[src/rtl/core/cst_pkg.sv]
package cst_pkg;

    localparam int COORD_BITS = 16;

    typedef logic [COORD_BITS-1:0] coord_t;

    localparam coord_t COORD_ONE = coord_t'(1);
    localparam coord_t COORD_MAX = '1;

    localparam logic [4:0] KIND_NUM    = 5'd0;
    localparam logic [4:0] KIND_ID     = 5'd1;
    localparam logic [4:0] KIND_IF     = 5'd2;
    localparam logic [4:0] KIND_ELSE   = 5'd3;
    localparam logic [4:0] KIND_PLUS   = 5'd4;
    localparam logic [4:0] KIND_MINUS  = 5'd5;
    localparam logic [4:0] KIND_STAR   = 5'd6;
    localparam logic [4:0] KIND_SLASH  = 5'd7;
    localparam logic [4:0] KIND_EQ     = 5'd8;
    localparam logic [4:0] KIND_LPAREN = 5'd9;
    localparam logic [4:0] KIND_RPAREN = 5'd10;
    localparam logic [4:0] KIND_SEMI   = 5'd11;
    localparam logic [4:0] KIND_GT     = 5'd12;
    localparam logic [4:0] KIND_LT     = 5'd13;
    localparam logic [4:0] KIND_LBRACE = 5'd14;
    localparam logic [4:0] KIND_RBRACE = 5'd15;
    localparam logic [4:0] KIND_EOF    = 5'd16;
    localparam logic [4:0] KIND_ERR    = 5'd17;

    localparam logic [7:0]  CH_NEWLINE = 8'h0A;
    localparam logic [7:0]  CH_UNDER   = 8'h5F;
    localparam logic [31:0] KW_IF      = 32'h0000_6966;
    localparam logic [31:0] KW_ELSE    = 32'h656C_7365;

    localparam logic [1:0] QUEUE_DEPTH = 2'd3;

    typedef enum logic [1:0] {
        MODE_IDLE,
        MODE_NUM,
        MODE_ID,
        MODE_HALT
    } mode_t;

    typedef struct packed {
        logic [4:0]  kind;
        logic [15:0] start_line;
        logic [15:0] start_col;
        logic [15:0] length;
        logic [7:0]  bad_char;
        logic        last;
    } token_t;

    typedef struct packed {
        logic [1:0] count;
        token_t     tok0;
        token_t     tok1;
    } push_t;

    typedef struct packed {
        logic       room;
        logic [1:0] count;
    } queue_status_t;

    typedef struct packed {
        logic       hit;
        logic [4:0] kind;
    } op_match_t;

    function automatic coord_t sat_inc(coord_t v);
        return (v == COORD_MAX) ? v : v + COORD_ONE;
    endfunction

    function automatic logic is_digit(logic [7:0] c);
        return (c >= 8'h30) && (c <= 8'h39);
    endfunction

    function automatic logic is_alpha(logic [7:0] c);
        return ((c >= 8'h61) && (c <= 8'h7A)) || ((c >= 8'h41) && (c <= 8'h5A));
    endfunction

    function automatic logic is_space(logic [7:0] c);
        return (c == 8'h20) || ((c >= 8'h09) && (c <= 8'h0D));
    endfunction

    function automatic op_match_t op_lookup(logic [7:0] c);
        op_match_t m;
        m.hit  = 1'b1;
        m.kind = KIND_ERR;
        unique case (c)
            8'h2B:   m.kind = KIND_PLUS;
            8'h2D:   m.kind = KIND_MINUS;
            8'h2A:   m.kind = KIND_STAR;
            8'h2F:   m.kind = KIND_SLASH;
            8'h3D:   m.kind = KIND_EQ;
            8'h28:   m.kind = KIND_LPAREN;
            8'h29:   m.kind = KIND_RPAREN;
            8'h3B:   m.kind = KIND_SEMI;
            8'h3E:   m.kind = KIND_GT;
            8'h3C:   m.kind = KIND_LT;
            8'h7B:   m.kind = KIND_LBRACE;
            8'h7D:   m.kind = KIND_RBRACE;
            default: m.hit  = 1'b0;
        endcase
        return m;
    endfunction

endpackage

[src/rtl/core/cst_in_if.sv]
interface cst_in_if;
    logic       valid;
    logic       ready;
    logic [7:0] ch;
    logic       is_end;

    modport source (output valid, ch, is_end, input ready);
    modport sink (input valid, ch, is_end, output ready);
endinterface

[src/rtl/core/cst_out_if.sv]
interface cst_out_if;
    logic        valid;
    logic        ready;
    logic [4:0]  kind;
    logic [15:0] start_line;
    logic [15:0] start_col;
    logic [15:0] length;
    logic [7:0]  bad_char;
    logic        last;

    modport source (output valid, kind, start_line, start_col, length, bad_char, last,
                    input ready);
    modport sink (input valid, kind, start_line, start_col, length, bad_char, last,
                  output ready);
endinterface

[src/rtl/core/cst_lexer.sv]
module cst_lexer (
    input  logic                  clk,
    input  logic                  rst_n,
    cst_in_if.sink                char_in,
    input  logic                  room,
    output cst_pkg::push_t        push
);
    import cst_pkg::*;

    logic       stage_valid_reg, stage_valid_next;
    logic [7:0] stage_ch_reg;
    logic       stage_end_reg;

    mode_t       mode_reg, mode_next;
    coord_t      line_reg, line_next;
    coord_t      col_reg, col_next;
    coord_t      rsl_reg, rsl_next;
    coord_t      rsc_reg, rsc_next;
    coord_t      rlen_reg, rlen_next;
    logic [31:0] kw_reg, kw_next;

    logic      fire;
    logic      in_beat;
    logic [7:0] c;
    logic      c_digit, c_idch, c_space, cont;
    op_match_t op;
    logic      a_valid, b_valid;
    token_t    tok_a, tok_b;

    assign fire          = stage_valid_reg && room;
    assign char_in.ready = !stage_valid_reg || fire;
    assign in_beat       = char_in.valid && char_in.ready;

    always_comb
    begin
        stage_valid_next = stage_valid_reg;
        if (in_beat)
        begin
            stage_valid_next = 1'b1;
        end
        else if (fire)
        begin
            stage_valid_next = 1'b0;
        end
    end

    always_ff @(posedge clk or negedge rst_n)
    begin
        if (!rst_n)
        begin
            stage_valid_reg <= 1'b0;
        end
        else
        begin
            stage_valid_reg <= stage_valid_next;
        end
    end

    always_ff @(posedge clk)
    begin
        if (in_beat)
        begin
            stage_ch_reg  <= char_in.ch;
            stage_end_reg <= char_in.is_end;
        end
    end

    always_ff @(posedge clk or negedge rst_n)
    begin
        if (!rst_n)
        begin
            mode_reg <= MODE_IDLE;
            line_reg <= COORD_ONE;
            col_reg  <= COORD_ONE;
            rsl_reg  <= COORD_ONE;
            rsc_reg  <= COORD_ONE;
            rlen_reg <= '0;
            kw_reg   <= '0;
        end
        else if (fire)
        begin
            mode_reg <= mode_next;
            line_reg <= line_next;
            col_reg  <= col_next;
            rsl_reg  <= rsl_next;
            rsc_reg  <= rsc_next;
            rlen_reg <= rlen_next;
            kw_reg   <= kw_next;
        end
    end

    always_comb
    begin
        c       = stage_ch_reg;
        c_digit = is_digit(c);
        c_idch  = c_digit || is_alpha(c) || (c == CH_UNDER);
        c_space = is_space(c);
        op      = op_lookup(c);
        cont    = ((mode_reg == MODE_NUM) && c_digit) || ((mode_reg == MODE_ID) && c_idch);

        mode_next = mode_reg;
        line_next = line_reg;
        col_next  = col_reg;
        rsl_next  = rsl_reg;
        rsc_next  = rsc_reg;
        rlen_next = rlen_reg;
        kw_next   = kw_reg;

        a_valid          = 1'b0;
        tok_a.kind       = (mode_reg == MODE_NUM) ? KIND_NUM : KIND_ID;
        if ((mode_reg == MODE_ID) && (rlen_reg == coord_t'(2)) && (kw_reg == KW_IF))
        begin
            tok_a.kind = KIND_IF;
        end
        if ((mode_reg == MODE_ID) && (rlen_reg == coord_t'(4)) && (kw_reg == KW_ELSE))
        begin
            tok_a.kind = KIND_ELSE;
        end
        tok_a.start_line = 16'(rsl_reg);
        tok_a.start_col  = 16'(rsc_reg);
        tok_a.length     = 16'(rlen_reg);
        tok_a.bad_char   = '0;
        tok_a.last       = 1'b0;

        b_valid          = 1'b0;
        tok_b.kind       = op.kind;
        tok_b.start_line = 16'(line_reg);
        tok_b.start_col  = 16'(col_reg);
        tok_b.length     = 16'd1;
        tok_b.bad_char   = '0;
        tok_b.last       = 1'b1;

        if (stage_end_reg)
        begin
            a_valid      = (mode_reg == MODE_NUM) || (mode_reg == MODE_ID);
            b_valid      = 1'b1;
            tok_b.kind   = KIND_EOF;
            tok_b.length = '0;
            mode_next    = MODE_IDLE;
            line_next    = COORD_ONE;
            col_next     = COORD_ONE;
            rsl_next     = COORD_ONE;
            rsc_next     = COORD_ONE;
            rlen_next    = '0;
            kw_next      = '0;
        end
        else if (mode_reg == MODE_HALT)
        begin
            mode_next = MODE_HALT;
        end
        else
        begin
            // advance position for every consumed byte while not halted
            if (c == CH_NEWLINE)
            begin
                line_next = sat_inc(line_reg);
                col_next  = COORD_ONE;
            end
            else
            begin
                col_next = sat_inc(col_reg);
            end

            if (cont)
            begin
                rlen_next = sat_inc(rlen_reg);
                kw_next   = {kw_reg[23:0], c};
            end
            else
            begin
                a_valid   = (mode_reg == MODE_NUM) || (mode_reg == MODE_ID);
                mode_next = MODE_IDLE;
                if (c_digit || c_idch)
                begin
                    mode_next = c_digit ? MODE_NUM : MODE_ID;
                    rsl_next  = line_reg;
                    rsc_next  = col_reg;
                    rlen_next = COORD_ONE;
                    kw_next   = {24'd0, c};
                end
                else if (!c_space)
                begin
                    b_valid = 1'b1;
                    if (!op.hit)
                    begin
                        tok_b.kind     = KIND_ERR;
                        tok_b.bad_char = c;
                        mode_next      = MODE_HALT;
                    end
                end
            end
        end

        tok_a.last = !b_valid;

        push.tok0  = a_valid ? tok_a : tok_b;
        push.tok1  = tok_b;
        push.count = fire ? (2'(a_valid) + 2'(b_valid)) : 2'd0;
    end

endmodule

[src/rtl/core/cst_outq.sv]
module cst_outq (
    input  logic                   clk,
    input  logic                   rst_n,
    input  cst_pkg::push_t         push,
    output cst_pkg::queue_status_t status,
    cst_out_if.source              tok_out
);
    import cst_pkg::*;

    token_t     entry_reg [3];
    token_t     entry_next [3];
    logic [1:0] count_reg, count_next;
    logic       pop;
    logic [1:0] base;

    assign pop = tok_out.valid && tok_out.ready;

    assign tok_out.valid      = (count_reg != 2'd0);
    assign tok_out.kind       = entry_reg[0].kind;
    assign tok_out.start_line = entry_reg[0].start_line;
    assign tok_out.start_col  = entry_reg[0].start_col;
    assign tok_out.length     = entry_reg[0].length;
    assign tok_out.bad_char   = entry_reg[0].bad_char;
    assign tok_out.last       = entry_reg[0].last;

    always_comb
    begin
        base         = count_reg - 2'(pop);
        status.count = count_reg;
        status.room  = (base <= (QUEUE_DEPTH - 2'd2));
        count_next   = base + push.count;

        // drop the head on a beat, then append at the tail
        entry_next[0] = pop ? entry_reg[1] : entry_reg[0];
        entry_next[1] = pop ? entry_reg[2] : entry_reg[1];
        entry_next[2] = entry_reg[2];
        for (int i = 0; i < 3; i++)
        begin
            if ((push.count != 2'd0) && (2'(i) == base))
            begin
                entry_next[i] = push.tok0;
            end
            if ((push.count == 2'd2) && (2'(i) == base + 2'd1))
            begin
                entry_next[i] = push.tok1;
            end
        end
    end

    always_ff @(posedge clk or negedge rst_n)
    begin
        if (!rst_n)
        begin
            count_reg <= 2'd0;
        end
        else
        begin
            count_reg <= count_next;
        end
    end

    always_ff @(posedge clk)
    begin
        entry_reg <= entry_next;
    end

endmodule

[src/rtl/core/char_stream_tokenizer_top.sv]
// channel   dir  modport  payload
// char_in   in   sink     ch[7:0], is_end
// tok_out   out  source   kind[4:0], start_line, start_col, length, bad_char[7:0], last
//
// One input beat per cycle while the queue has room; each beat passes through the input stage register.
// A beat yields up to two tokens into a three-entry output queue; one token leaves per cycle while ready.
// The input stage holds while the queue lacks room for two tokens.
// Reset returns line and column to 1, closes any run, and empties the queue.
module char_stream_tokenizer_top (
    input  logic      clk,
    input  logic      rst_n,
    cst_in_if.sink    char_in,
    cst_out_if.source tok_out
);
    import cst_pkg::*;

    push_t         push;
    queue_status_t status;

    cst_lexer u_lexer (
        .clk     (clk),
        .rst_n   (rst_n),
        .char_in (char_in),
        .room    (status.room),
        .push    (push)
    );

    cst_outq u_outq (
        .clk     (clk),
        .rst_n   (rst_n),
        .push    (push),
        .status  (status),
        .tok_out (tok_out)
    );

`ifndef NO_ASSERTIONS
    a_push_room: assert property (@(posedge clk) disable iff (!rst_n)
        (push.count != 2'd0) |-> status.room)
        else $error("tokens pushed without queue room");

    a_push_max: assert property (@(posedge clk) disable iff (!rst_n)
        push.count != 2'd3)
        else $error("more than two tokens from one beat");

    a_count_max: assert property (@(posedge clk) disable iff (!rst_n)
        status.count <= QUEUE_DEPTH)
        else $error("output queue overflow");

    a_eof_last: assert property (@(posedge clk) disable iff (!rst_n)
        (tok_out.valid && (tok_out.kind == KIND_EOF)) |-> tok_out.last)
        else $error("end-of-file token not marked last");
`endif

endmodule

[src/flat_wrapper.sv]
// flat-port wrapper written by rule: the top's interface ports become plain ports
module char_stream_tokenizer_top_flat import cst_pkg::*;
  (clk, rst_n, char_in_valid, char_in_ch, char_in_is_end, char_in_ready, tok_out_valid, tok_out_kind, tok_out_start_line, tok_out_start_col, tok_out_length, tok_out_bad_char, tok_out_last, tok_out_ready);
  cst_in_if char_in_i ();
  cst_out_if tok_out_i ();
  input  logic clk;
  input  logic rst_n;
  input wire logic [$bits(char_in_i.valid)-1:0] char_in_valid;
  input wire logic [$bits(char_in_i.ch)-1:0] char_in_ch;
  input wire logic [$bits(char_in_i.is_end)-1:0] char_in_is_end;
  output wire logic [$bits(char_in_i.ready)-1:0] char_in_ready;
  output wire logic [$bits(tok_out_i.valid)-1:0] tok_out_valid;
  output wire logic [$bits(tok_out_i.kind)-1:0] tok_out_kind;
  output wire logic [$bits(tok_out_i.start_line)-1:0] tok_out_start_line;
  output wire logic [$bits(tok_out_i.start_col)-1:0] tok_out_start_col;
  output wire logic [$bits(tok_out_i.length)-1:0] tok_out_length;
  output wire logic [$bits(tok_out_i.bad_char)-1:0] tok_out_bad_char;
  output wire logic [$bits(tok_out_i.last)-1:0] tok_out_last;
  input wire logic [$bits(tok_out_i.ready)-1:0] tok_out_ready;
  assign char_in_i.valid = char_in_valid;
  assign char_in_i.ch = char_in_ch;
  assign char_in_i.is_end = char_in_is_end;
  assign char_in_ready = char_in_i.ready;
  assign tok_out_valid = tok_out_i.valid;
  assign tok_out_kind = tok_out_i.kind;
  assign tok_out_start_line = tok_out_i.start_line;
  assign tok_out_start_col = tok_out_i.start_col;
  assign tok_out_length = tok_out_i.length;
  assign tok_out_bad_char = tok_out_i.bad_char;
  assign tok_out_last = tok_out_i.last;
  assign tok_out_i.ready = tok_out_ready;
  char_stream_tokenizer_top u_core (.clk(clk), .rst_n(rst_n), .char_in(char_in_i), .tok_out(tok_out_i));
endmodule
[config.mk]
export PLATFORM = sky130hd
export DESIGN_NAME = char_stream_tokenizer_top_flat
export DESIGN_NICKNAME = d
export VERILOG_FILES = /design/src/rtl/core/cst_pkg.sv /design/src/rtl/core/cst_in_if.sv /design/src/rtl/core/cst_out_if.sv /design/src/rtl/core/cst_lexer.sv /design/src/rtl/core/cst_outq.sv /design/src/rtl/core/char_stream_tokenizer_top.sv /design/src/flat_wrapper.sv
export SDC_FILE = /design/constraint.sdc
export NUM_CORES = 1
export LEC_CHECK = 0
export BUFFER_PORTS_ARGS = -buffer_cell sky130_fd_sc_hd__clkbuf_2
export CELL_PAD_IN_SITES_DETAIL_PLACEMENT = 0
export CELL_PAD_IN_SITES_GLOBAL_PLACEMENT = 1
export CORE_MARGIN = 3
export CORE_UTILIZATION = 25
export DETAILED_ROUTE_END_ITERATION = 7
export GPL_TIMING_DRIVEN = 0
export PLACE_DENSITY_LB_ADDON = 0.1
export SETUP_SLACK_MARGIN = 0.5
export SKIP_LAST_GASP = 1
export SYNTH_ARGS = -nofsm -noshare
export SYNTH_HDL_FRONTEND = slang
export SYNTH_SLANG_ARGS = --single-unit
[constraint.sdc]
create_clock -name clk -period 6.6 [get_ports clk]
set_clock_uncertainty 0.15 [all_clocks]
set_input_delay 0.99 -clock clk [delete_from_list [all_inputs] [get_ports clk]]
set_output_delay 0.99 -clock clk [all_outputs]
set_load 0.005 [all_outputs]
==> results.sh, run 1 <==
export IMPL_largest_reg_flops=124
export IMPL_critical_path_max_stage_delay_ns=0.44
export IMPL_swShare_pct=39.85
export IMPL_synthDistinctLibCells=66
export IMPL_diodes=0
export IMPL_gr_total_overflow=0
export IMPL_design_area_um2=17380
export IMPL_cp_required_ns=6.71
export IMPL_sequentialPowerShare_pct=36.4
export IMPL_cts_tree="built"
export IMPL_clkLatencyLatePin_ns=0.57
export IMPL_synth_seq_cells=312
export IMPL_hold_class="in2async"
export IMPL_area_delta_synth_final_pct=18.74
export IMPL_cts_clk_slew_worst_paths_ns=0.06
export IMPL_vias=10804
export IMPL_power_density_nw_per_um2=510.8
export IMPL_grt_pass1_wl_mm=69.70
export IMPL_synth_edff_count=192
export IMPL_pwr_share_comb_pct=40.5
export IMPL_cts_buffer_depth=3
export IMPL_max_slew_margin_pct=21.78
export IMPL_endpoint="u_core.u_outq.tok_out.start_col[15]"
export IMPL_crit_slowest_cell="a221o_1"
export IMPL_path_depth=16
export IMPL_yosysWarnings=0
export IMPL_hold_buffers=0
export IMPL_drive_above_1_share_pct=15.46
export IMPL_path_cells="buf_2 > a21oi_1 > a311oi_2 > o21ai_1 > a221o_1 > inv_2 > buf_2 > buf_2 > ha_1 > nor2_1 > or3_1 > clkbuf_1 > clkbuf_2 > clkbuf_2 > nand2_4 > buf_16"
export IMPL_fin_cells=2337
export IMPL_ant_nets=0
export IMPL_hpwl_mm=30.77
export IMPL_min_period_over_period_pct=85.82
export IMPL_start_util_pct=25.32
export IMPL_outcome="completed"
export IMPL_crit_buf_inv=8
export IMPL_fin_util_pct=30.07
export IMPL_io_buffers=76
export IMPL_cts_resized=3
export IMPL_cts_root_buf="clkbuf_16"
export IMPL_nets=1567
export IMPL_drc=0
export IMPL_path_max_fanout=46
export IMPL_crit_start="u_core.u_lexer.c[0]"
export IMPL_firstDrtPassIters=5
export IMPL_clock_sinks=312
export IMPL_htree_levels=2
export IMPL_yosysSeqAreaShare_pct=59.83
export IMPL_die_x_um=248.0
export IMPL_die_h_um=248.0
export IMPL_max_cap_violations=0
export IMPL_numCtsBuffers=40
export IMPL_p_int_mw=5.340
export IMPL_grt_use_total_pct=15.04
export IMPL_hold_viol_final=0
export IMPL_post_cts_buffers=0
export IMPL_ios=77
export IMPL_num_rows=88
export IMPL_crit_top_cell="buf_2"
export IMPL_timing_rr_end="u_core.u_outq.tok_out.start_col[15]"
export IMPL_cp_start_kind="register"
export IMPL_fin_crit_ns=5.664
export IMPL_synth_cells=1407
export IMPL_reg2regPathDepth=16
export IMPL_worst_hold_slack_ns=0.2108
export IMPL_path_class="reg2reg"
export IMPL_r2r_start="u_core.u_lexer.c[0]"
export IMPL_grt_max_degree=79
export IMPL_yosys_most_used_dff="edfxtp_1"
export IMPL_globalplace_congestion=0.7787
export IMPL_r2r_setup_slack_ns=0.94
export IMPL_setup_tns_ns=0
export IMPL_netlist_area_um2=14640
export IMPL_worstSetupEndpointType="register"
export IMPL_die_area_um2=61490
export IMPL_antenna_found_initial=0
export IMPL_ys_async_sr_fraction_pct=37.50
export IMPL_peakVddDrop_uv=256.4
export IMPL_drt_total_wl_mm=45.83
export IMPL_place_inst=2266
export IMPL_p_leak_nw=6.784
export IMPL_wl_per_cell_um=19.61
export IMPL_dpl_instance_area_um2=16170
export IMPL_avgSynthCellArea_um2=10.40
export IMPL_drt_iter0_drc=719
export IMPL_path_delay_family="buffers and inverters"
export IMPL_slew_viol_final=0
export IMPL_max_freq_mhz=176.5
export IMPL_crit_arrival_ns=5.77
export IMPL_clockPowerShare_pct=23.2
export IMPL_vias_per_cell=4.623
export IMPL_grt_pass1_vias=10728
export IMPL_switching_power_mw=3.538
export IMPL_core_um2=57810
export IMPL_setup_viol=0
export IMPL_rsz0062_at_grt="false"
export IMPL_tightest_slew_ns=1.164
[cell usage in the layout, fill, tap and decap left out, types with 11 or more instances in the layout]
master | Yosys | final
a21oi_1 | 108 | 108
a22o_1 | 38 | 38
a31oi_1 | 11 | 11
and2_1 | 34 | 34
and3_1 | 18 | 18
buf_2 | 15 | 15
buf_4 | 61 | 61
clkbuf_1 | 81 | 95
clkbuf_16 | 0 | 40
clkbuf_2 | 0 | 79
conb_1 | 1 | 15
dfrtp_1 | 113 | 113
edfxtp_1 | 192 | 192
ha_1 | 11 | 11
inv_1 | 18 | 18
nand2_1 | 203 | 201
nand3_1 | 49 | 49
nand4_1 | 27 | 27
nor2_1 | 160 | 160
nor3_1 | 20 | 19
nor4_1 | 13 | 13
o21ai_0 | 52 | 52
o22ai_1 | 33 | 33
o31ai_1 | 12 | 12
or3_1 | 11 | 11
xnor2_1 | 16 | 16
xor2_1 | 17 | 17
[worst min path at each step]
stage,from,endpoint,slack [ns],cells after the start
finish,rst_n,u_core.u_lexer.kw_reg[7],0.21,1
detailed placement,u_core.u_outq.entry_reg[0],u_core.u_outq.entry_reg[0],0.28,1
floorplan,u_core.u_outq.entry_reg[0],u_core.u_outq.entry_reg[0],0.26,1
global placement,u_core.u_outq.entry_reg[0],u_core.u_outq.entry_reg[0],0.28,1
global route,rst_n,u_core.u_lexer.kw_reg[7],0.22,1
CTS,rst_n,u_core.u_lexer.rlen_reg[6],0.20,1
[layout make-up]
class / count / area [um^2]
inverter: 19 / 71.32
clock buffer: 64 / 1141
sequential: 312 / 8758
timing repair buffer: 80 / 499.2
clock inverter: 7 / 50.05
multi-input combinational: 927 / 5027
tap: 765 / 957.2
buffer: 163 / 875.8
fill: 6042 / 40430
[synthesized netlist by cell type (18+ instances only)]
library cell,count,area [um^2]
nand4_1,27,168.9
nand3_1,49,245.2
edfxtp_1,192,5766
dfrtp_1,113,2828
o21ai_0,52,260.3
and3_1,18,112.6
nor2_1,160,600.6
a21oi_1,108,540.5
nor3_1,20,100.1
and2_1,34,212.7
clkbuf_1,81,304.0
buf_4,61,457.9
inv_1,18,67.56
o22ai_1,33,206.5
a22o_1,38,332.8
nand2_1,203,762.0
[per-stage QoR]
stage	power, mW	worst slack (ns)
after CTS	9.055	0.6376
after global placement	6.917	-2.056
after detailed placement	6.931	0.1522
final	8.877	0.9356
after floorplan	5.374	1.418
after global routing	9.529	0.6312
[power by group through the flow]
stage	Clock (mW)	Combinational (mW)	Sequential (mW)
6_report	2.06	3.59	3.23
5_1_grt	2.21	4.03	3.29
4_1_cts	2.13	3.69	3.23
3_5_place_dp	0	3.67	3.26
2_1_floorplan	0	2.15	3.22
3_3_place_gp	0	3.59	3.32
[cells by family after synthesis]
| kind of cell | Yosys count | synth area share, % |
|---|---|---|
| buffers and inverters | 182 | 6.411 |
| flip-flops | 312 | 59.83 |
| multiplexers | 4 | 0.2992 |
| other | 1 | 0.02562 |
| AO/OA/AOI/OAI | 281 | 11.80 |
| adder cells (fa/ha/maj) | 11 | 0.9402 |
| AND/OR/NAND/NOR | 583 | 18.72 |
| XOR/XNOR | 33 | 1.974 |
[layer usage]
layer  vias to the layer above  share of wire [%]  track usage, %
li1                       5210                  -               -
met1                      5307                 50           22.33
met2                       226                 43           22.47
met3                        61                4.4           2.517
met4                         0                2.4           4.171
met5                         -                  0               0
[worst reg2reg max path, stage by stage, from the launching register on]
cell and delay [ns]:
edfxtp_1 0.32, buf_2 0.24, a21oi_1 0.12, a311oi_2 0.40, o21ai_1 0.24, a221o_1 0.45
inv_2 0.16, buf_2 0.35, buf_2 0.38, ha_1 0.35, nor2_1 0.26, or3_1 0.15
clkbuf_1 0.34, clkbuf_2 0.37, clkbuf_2 0.40, nand2_4 0.32, buf_16 0.30
No activity file was read; power rests on OpenSTA's default activity.
==> run 2, diff against run 1 <==
--- a/config.mk
+++ b/config.mk
@@ -13,6 +13,7 @@
 export DETAILED_ROUTE_END_ITERATION = 7
 export GPL_TIMING_DRIVEN = 0
 export PLACE_DENSITY_LB_ADDON = 0.1
+export RECOVER_POWER = 100
 export SETUP_SLACK_MARGIN = 0.5
 export SKIP_LAST_GASP = 1
 export SYNTH_ARGS = -nofsm -noshare
==> results.sh, run 2 (synthesized netlist as in run 1, its figures left out) <==
export IMPL_final_common_cell="nand2_1"
export IMPL_gr_total_overflow=0
export IMPL_fin_cells=2337
export IMPL_outcome="complete, but fails checks"
export IMPL_vias=10823
export IMPL_globalplace_congestion=0.7787
export IMPL_worst_slack_ns=0.6188
export IMPL_grt_use_total_pct=15.04
export IMPL_fin_util_pct=29.84
export IMPL_hold_viol_final=0
export IMPL_io_buffers=76
export IMPL_crit_arrival_ns=6.08
export IMPL_ios=77
export IMPL_clock_sinks=312
export IMPL_hold_class="reg2reg"
export IMPL_place_inst=2266
export IMPL_slew_viol_final=120
export IMPL_start_util_pct=25.32
export IMPL_diodes=0
export IMPL_drt_total_wl_mm=45.88
export IMPL_die_area_um2=61490
export IMPL_mostFrequentLayoutCells="202 x nand2_1, 192 x edfxtp_1, 160 x nor2_1"
export IMPL_p_leak_nw=6.656
export IMPL_wl_per_cell_um=19.63
export IMPL_tightest_slew_ns=2.367
export IMPL_core_um2=57810
export IMPL_hpwl_mm=30.77
export IMPL_area_delta_synth_final_pct=17.86
export IMPL_path_cells="nor2b_1 > a311oi_1 > o21ai_0 > a221o_1 > inv_2 > buf_2 > buf_2 > ha_1 > nor2_1 > nor3_1 > clkbuf_1 > clkbuf_1 > a31oi_1"
export IMPL_cts_root_buf="clkbuf_16"
export IMPL_antenna_found_initial=0
export IMPL_critical_path_max_stage_delay_ns=0.71
export IMPL_largest_reg_flops=124
export IMPL_grt_max_degree=79
export IMPL_num_rows=88
export IMPL_cp_start_kind="register"
export IMPL_design_area_um2=17250
export IMPL_max_slew_margin_pct=-57.80
export IMPL_grt_pass1_vias=10728
export IMPL_crit_buf_inv=5
export IMPL_worstSetupEndpointType="register"
export IMPL_fin_crit_ns=5.981
export IMPL_htree_levels=2
export IMPL_dp_slack_ns=0.1522
export IMPL_drt_iter0_drc=785
export IMPL_max_freq_mhz=167.2
export IMPL_crit_slowest_cell="nor3_1"
export IMPL_path_class="reg2reg"
export IMPL_numCtsBuffers=40
export IMPL_ant_nets=0
export IMPL_power_density_nw_per_um2=510.2
export IMPL_setup_viol=0
export IMPL_cp_required_ns=6.70
export IMPL_cts_buffer_depth=3
export IMPL_drc=0
export IMPL_rsz0062_at_grt="false"
export IMPL_max_cap_violations=2
export IMPL_crit_start="u_core.u_lexer.c[1]"
export IMPL_post_cts_buffers=0
export IMPL_r2r_start="u_core.u_lexer.c[1]"
export IMPL_power_mw=8.802
export IMPL_die_x_um=248.0
export IMPL_path_delay_family="buffers and inverters"
export IMPL_path_max_fanout=10
export IMPL_setup_tns_ns=0
export IMPL_violations="capacitance limit, slew limit"
export IMPL_hold_start="u_core.u_outq.entry_reg[0]"
export IMPL_clkLatencyLatePin_ns=0.57
export IMPL_grt_pass1_wl_mm=69.70
export IMPL_worst_hold_slack_ns=0.2949
export IMPL_nets=1567
export IMPL_min_period_over_period_pct=90.62
export IMPL_die_h_um=248.0
export IMPL_vias_per_cell=4.631
export IMPL_dpl_instance_area_um2=16170
export IMPL_peakVddDrop_uv=258.0
export IMPL_drive_above_1_share_pct=13.30
export IMPL_firstDrtPassIters=5
export IMPL_cts_tree="built"
export IMPL_cts_clk_slew_worst_paths_ns=0.06
==> run 2: cell count changes in the layout (fill, tap and decap cells not counted), moves of 13 or more <==
cell,before,now
and2_1,34,21
buf_4,61,22
and2_0,0,13
clkbuf_2,79,56
clkbuf_4,1,39
clkbuf_1,95,123
==> run 2: metal layers <==
metal  track usage [%]  wire, um
met4             4.171      1121
met3             2.517      2012
met2             22.47     19760
met5                 0         0
met1             22.33     22990
==> run 2: layout make-up <==
type / instances / area (um^2)
Buffer: 163 / 870.8
Clock buffer: 64 / 1141
Clock inverter: 7 / 50.05
Fill cell: 6071 / 40550
Inverter: 19 / 71.32
Multi-Input combinational cell: 927 / 4982
Sequential cell: 312 / 8758
Tap cell: 765 / 957.2
Timing Repair Buffer: 80 / 420.4
==> run 2: worst reg2reg max path: cells and delay by family, from the launching register on <==
family	cells	cell delay, ns
flops	1	0.47
buf+inv	5	2.12
fa+ha+maj	1	0.28
simple gates	3	1.01
compound gates	4	1.67
==> run 2: report_power, final <==
| group | leakage [nW] | switching (mW) | internal [mW] |
|---|---|---|---|
| clock network | 0.582 | 0.871 | 1.18 |
| registers | 3.38 | 0.223 | 3.01 |
| logic | 2.69 | 2.43 | 1.09 |
| total | 6.66 | 3.52 | 5.28 |
==> run 2: path summary, 6_finish.rpt <==
path | end | cells after the start | slack (ns)
worst max-delay path | u_core.u_outq.tok_out.kind[1] | 13 | 0.62
worst min-delay path | u_core.u_outq.entry_reg[0] | 1 | 0.29
worst max register to register | u_core.u_outq.tok_out.kind[1] | 13 | 0.62
worst min register to register | u_core.u_outq.entry_reg[0] | 1 | 0.29
max in group asynchronous | u_core.u_lexer.rsl_reg[4] | 2 | 2.11
min in group asynchronous | u_core.u_lexer.rlen_reg[13] | 1 | 1.00
==> run 2: timing repair <==
action	in CTS	in global routing
hold buffers	0	0
setup endpoints to repair	68	81
cloned	0	0
resized for setup	3	5
==> run 3, diff against run 2 <==
--- a/config.mk
+++ b/config.mk
@@ -5,7 +5,7 @@
 export SDC_FILE = /design/constraint.sdc
 export NUM_CORES = 1
 export LEC_CHECK = 0
-export BUFFER_PORTS_ARGS = -buffer_cell sky130_fd_sc_hd__clkbuf_2
+export BUFFER_PORTS_ARGS = -buffer_cell sky130_fd_sc_hd__buf_2
 export CELL_PAD_IN_SITES_DETAIL_PLACEMENT = 0
 export CELL_PAD_IN_SITES_GLOBAL_PLACEMENT = 1
 export CORE_MARGIN = 3
@@ -13,7 +13,6 @@
 export DETAILED_ROUTE_END_ITERATION = 7
 export GPL_TIMING_DRIVEN = 0
 export PLACE_DENSITY_LB_ADDON = 0.1
-export RECOVER_POWER = 100
 export SETUP_SLACK_MARGIN = 0.5
 export SKIP_LAST_GASP = 1
 export SYNTH_ARGS = -nofsm -noshare
==> results.sh, run 3 (synthesized netlist as in run 1, its figures left out) <==
export IMPL_swShare_pct=39.53
export IMPL_area_delta_synth_final_pct=19.03
export IMPL_min_period_over_period_pct=86.54
export IMPL_grt_max_degree=74
export IMPL_fin_crit_ns=5.711
export IMPL_dp_slack_ns=0.1654
export IMPL_die_h_um=248.0
export IMPL_vias=10762
export IMPL_ant_nets=0
export IMPL_dpl_instance_area_um2=16160
export IMPL_cts_buffer_depth=3
export IMPL_max_cap_violations=0
export IMPL_hpwl_mm=30.84
export IMPL_max_slew_margin_pct=19.60
export IMPL_antenna_found_initial=0
export IMPL_die_x_um=248.0
export IMPL_crit_slowest_cell="edfxtp_1"
export IMPL_hold_class="in2async"
export IMPL_hold_viol_final=0
export IMPL_cp_required_ns=6.72
export IMPL_vias_per_cell=4.601
export IMPL_crit_arrival_ns=5.83
export IMPL_path_max_fanout=46
export IMPL_worstSetupEndpointType="register"
export IMPL_final_common_cell="nand2_1"
export IMPL_globalplace_congestion=0.7858
export IMPL_diodes=0
export IMPL_setup_viol=0
export IMPL_outcome="completed"
export IMPL_drive_above_1_share_pct=15.18
export IMPL_drc=0
export IMPL_cts_tree="built"
export IMPL_rsz0062_at_grt="false"
export IMPL_pwr_share_comb_pct=40.3
export IMPL_drt_iter0_drc=756
export IMPL_core_um2=57810
export IMPL_path_delay_family="buffers and inverters"
export IMPL_nets=1567
export IMPL_worst_hold_slack_ns=0.2158
export IMPL_numCtsBuffers=40
export IMPL_crit_start="u_core.u_lexer.c[1]"
export IMPL_largest_reg_flops=124
export IMPL_path_class="reg2reg"
export IMPL_htree_levels=2
export IMPL_sequentialPowerShare_pct=36.3
export IMPL_start_util_pct=25.32
export IMPL_power_density_nw_per_um2=510.9
export IMPL_grt_pass1_vias=10691
export IMPL_grt_pass1_wl_mm=69.02
export IMPL_p_leak_nw=6.782
export IMPL_mostFrequentLayoutCells="201 x nand2_1, 192 x edfxtp_1, 160 x nor2_1"
export IMPL_setup_tns_ns=0
export IMPL_num_rows=88
export IMPL_drt_total_wl_mm=45.56
export IMPL_p_int_mw=5.383
export IMPL_die_area_um2=61490
export IMPL_tightest_slew_ns=1.197
export IMPL_firstDrtPassIters=5
export IMPL_ios=77
export IMPL_grt_use_total_pct=14.89
export IMPL_cp_start_kind="register"
export IMPL_path_cells="nor2b_1 > a311oi_2 > o21ai_1 > a221o_1 > inv_2 > buf_2 > buf_2 > ha_1 > nor2_1 > or3_1 > clkbuf_1 > clkbuf_2 > clkbuf_2 > nand2_4 > buf_16"
export IMPL_clock_sinks=312
export IMPL_max_freq_mhz=175.1
export IMPL_crit_buf_inv=7
export IMPL_io_buffers=76
export IMPL_critical_path_max_stage_delay_ns=0.48
export IMPL_slew_viol_final=0
export IMPL_worst_slack_ns=0.8885
export IMPL_fin_cells=2339
export IMPL_design_area_um2=17420
export IMPL_cts_root_buf="clkbuf_16"
export IMPL_gr_total_overflow=0
export IMPL_wl_per_cell_um=19.48
export IMPL_place_inst=2266
export IMPL_r2r_start="u_core.u_lexer.c[1]"
export IMPL_switching_power_mw=3.519
export IMPL_clkLatencyLatePin_ns=0.55
export IMPL_cts_clk_slew_worst_paths_ns=0.06
export IMPL_peakVddDrop_uv=218.7
export IMPL_clockPowerShare_pct=23.4
==> run 3: cell types whose count changed in the layout (fill, tap and decap cells not counted), moves of 10 or more <==
cell	previous run	this run
buf_2	14	90
clkbuf_2	56	4
buf_4	22	61
clkbuf_4	39	1
clkbuf_1	123	91
and2_0	13	0
and2_1	21	34
clkinv_1	0	10
==> run 3: final cells by class <==
class                           count  area [um^2]
Clock buffer                       60         1171
Multi-Input combinational cell    927         5027
Inverter                           19        71.32
Clock inverter                     13        65.06
Tap cell                          765        957.2
Sequential cell                   312         8758
Buffer                            163        875.8
Timing Repair Buffer               80        496.7
Fill cell                        6017        40380
==> run 3: repair_timing <==
action                                 4_1_cts  5_1_grt
setup buffers                                0        0
endpoints found under the hold margin        0        0
setup endpoints to repair                   61      101
cloned                                       0        0
hold buffers                                 0        0
gates resized for setup                      2        7
==> run 3: path summary, 6_finish.rpt <==
check / cells past startpoint / to / slack [ns]
max in group asynchronous: 2 / u_core.u_lexer.rsl_reg[0] / 5.27
worst max-delay path: 15 / u_core.u_outq.tok_out.start_col[15] / 0.89
worst max register to register: 15 / u_core.u_outq.tok_out.start_col[15] / 0.89
worst min-delay path: 1 / u_core.u_lexer.kw_reg[7] / 0.22
min in group clk: 1 / u_core.u_outq.entry_reg[0] / 0.30
worst min register to register: 1 / u_core.u_outq.entry_reg[0] / 0.30
==> run 3: worst register-to-register path, stage by stage, from the launching register on <==
cell	delay [ns]
edfxtp_1	0.48
nor2b_1	0.20
a311oi_2	0.41
o21ai_1	0.23
a221o_1	0.44
inv_2	0.16
buf_2	0.37
buf_2	0.39
ha_1	0.35
nor2_1	0.25
or3_1	0.15
clkbuf_1	0.39
clkbuf_2	0.38
clkbuf_2	0.41
nand2_4	0.32
buf_16	0.31
==> run 3: power groups by stage <==
stage	clock [mW]	combinational (mW)	sequential, mW
after floorplan	0	2.15	3.22
after global placement	0	3.59	3.32
after detailed placement	0	3.66	3.27
after CTS	2.17	3.68	3.24
after global routing	2.24	4.00	3.29
final	2.09	3.58	3.23
==> run 3: per-layer routing <==
metal	routed length [um]	vias up	part of all wire, %	track usage [%]
li1	-	5208	-	-
met1	23250	5285	51	22.14
met2	19810	213	43	22.72
met3	1707	56	3.7	2.280
met4	799	0	1.8	3.399
met5	0	-	0	0
==> run 3: per-stage QoR <==
step,utilization [%],power [mW]
global route,30.14,9.533
floorplan,-,5.374
global placement,27.73,6.908
finish,30.14,8.901
detailed placement,27.96,6.928
CTS,30.10,9.091
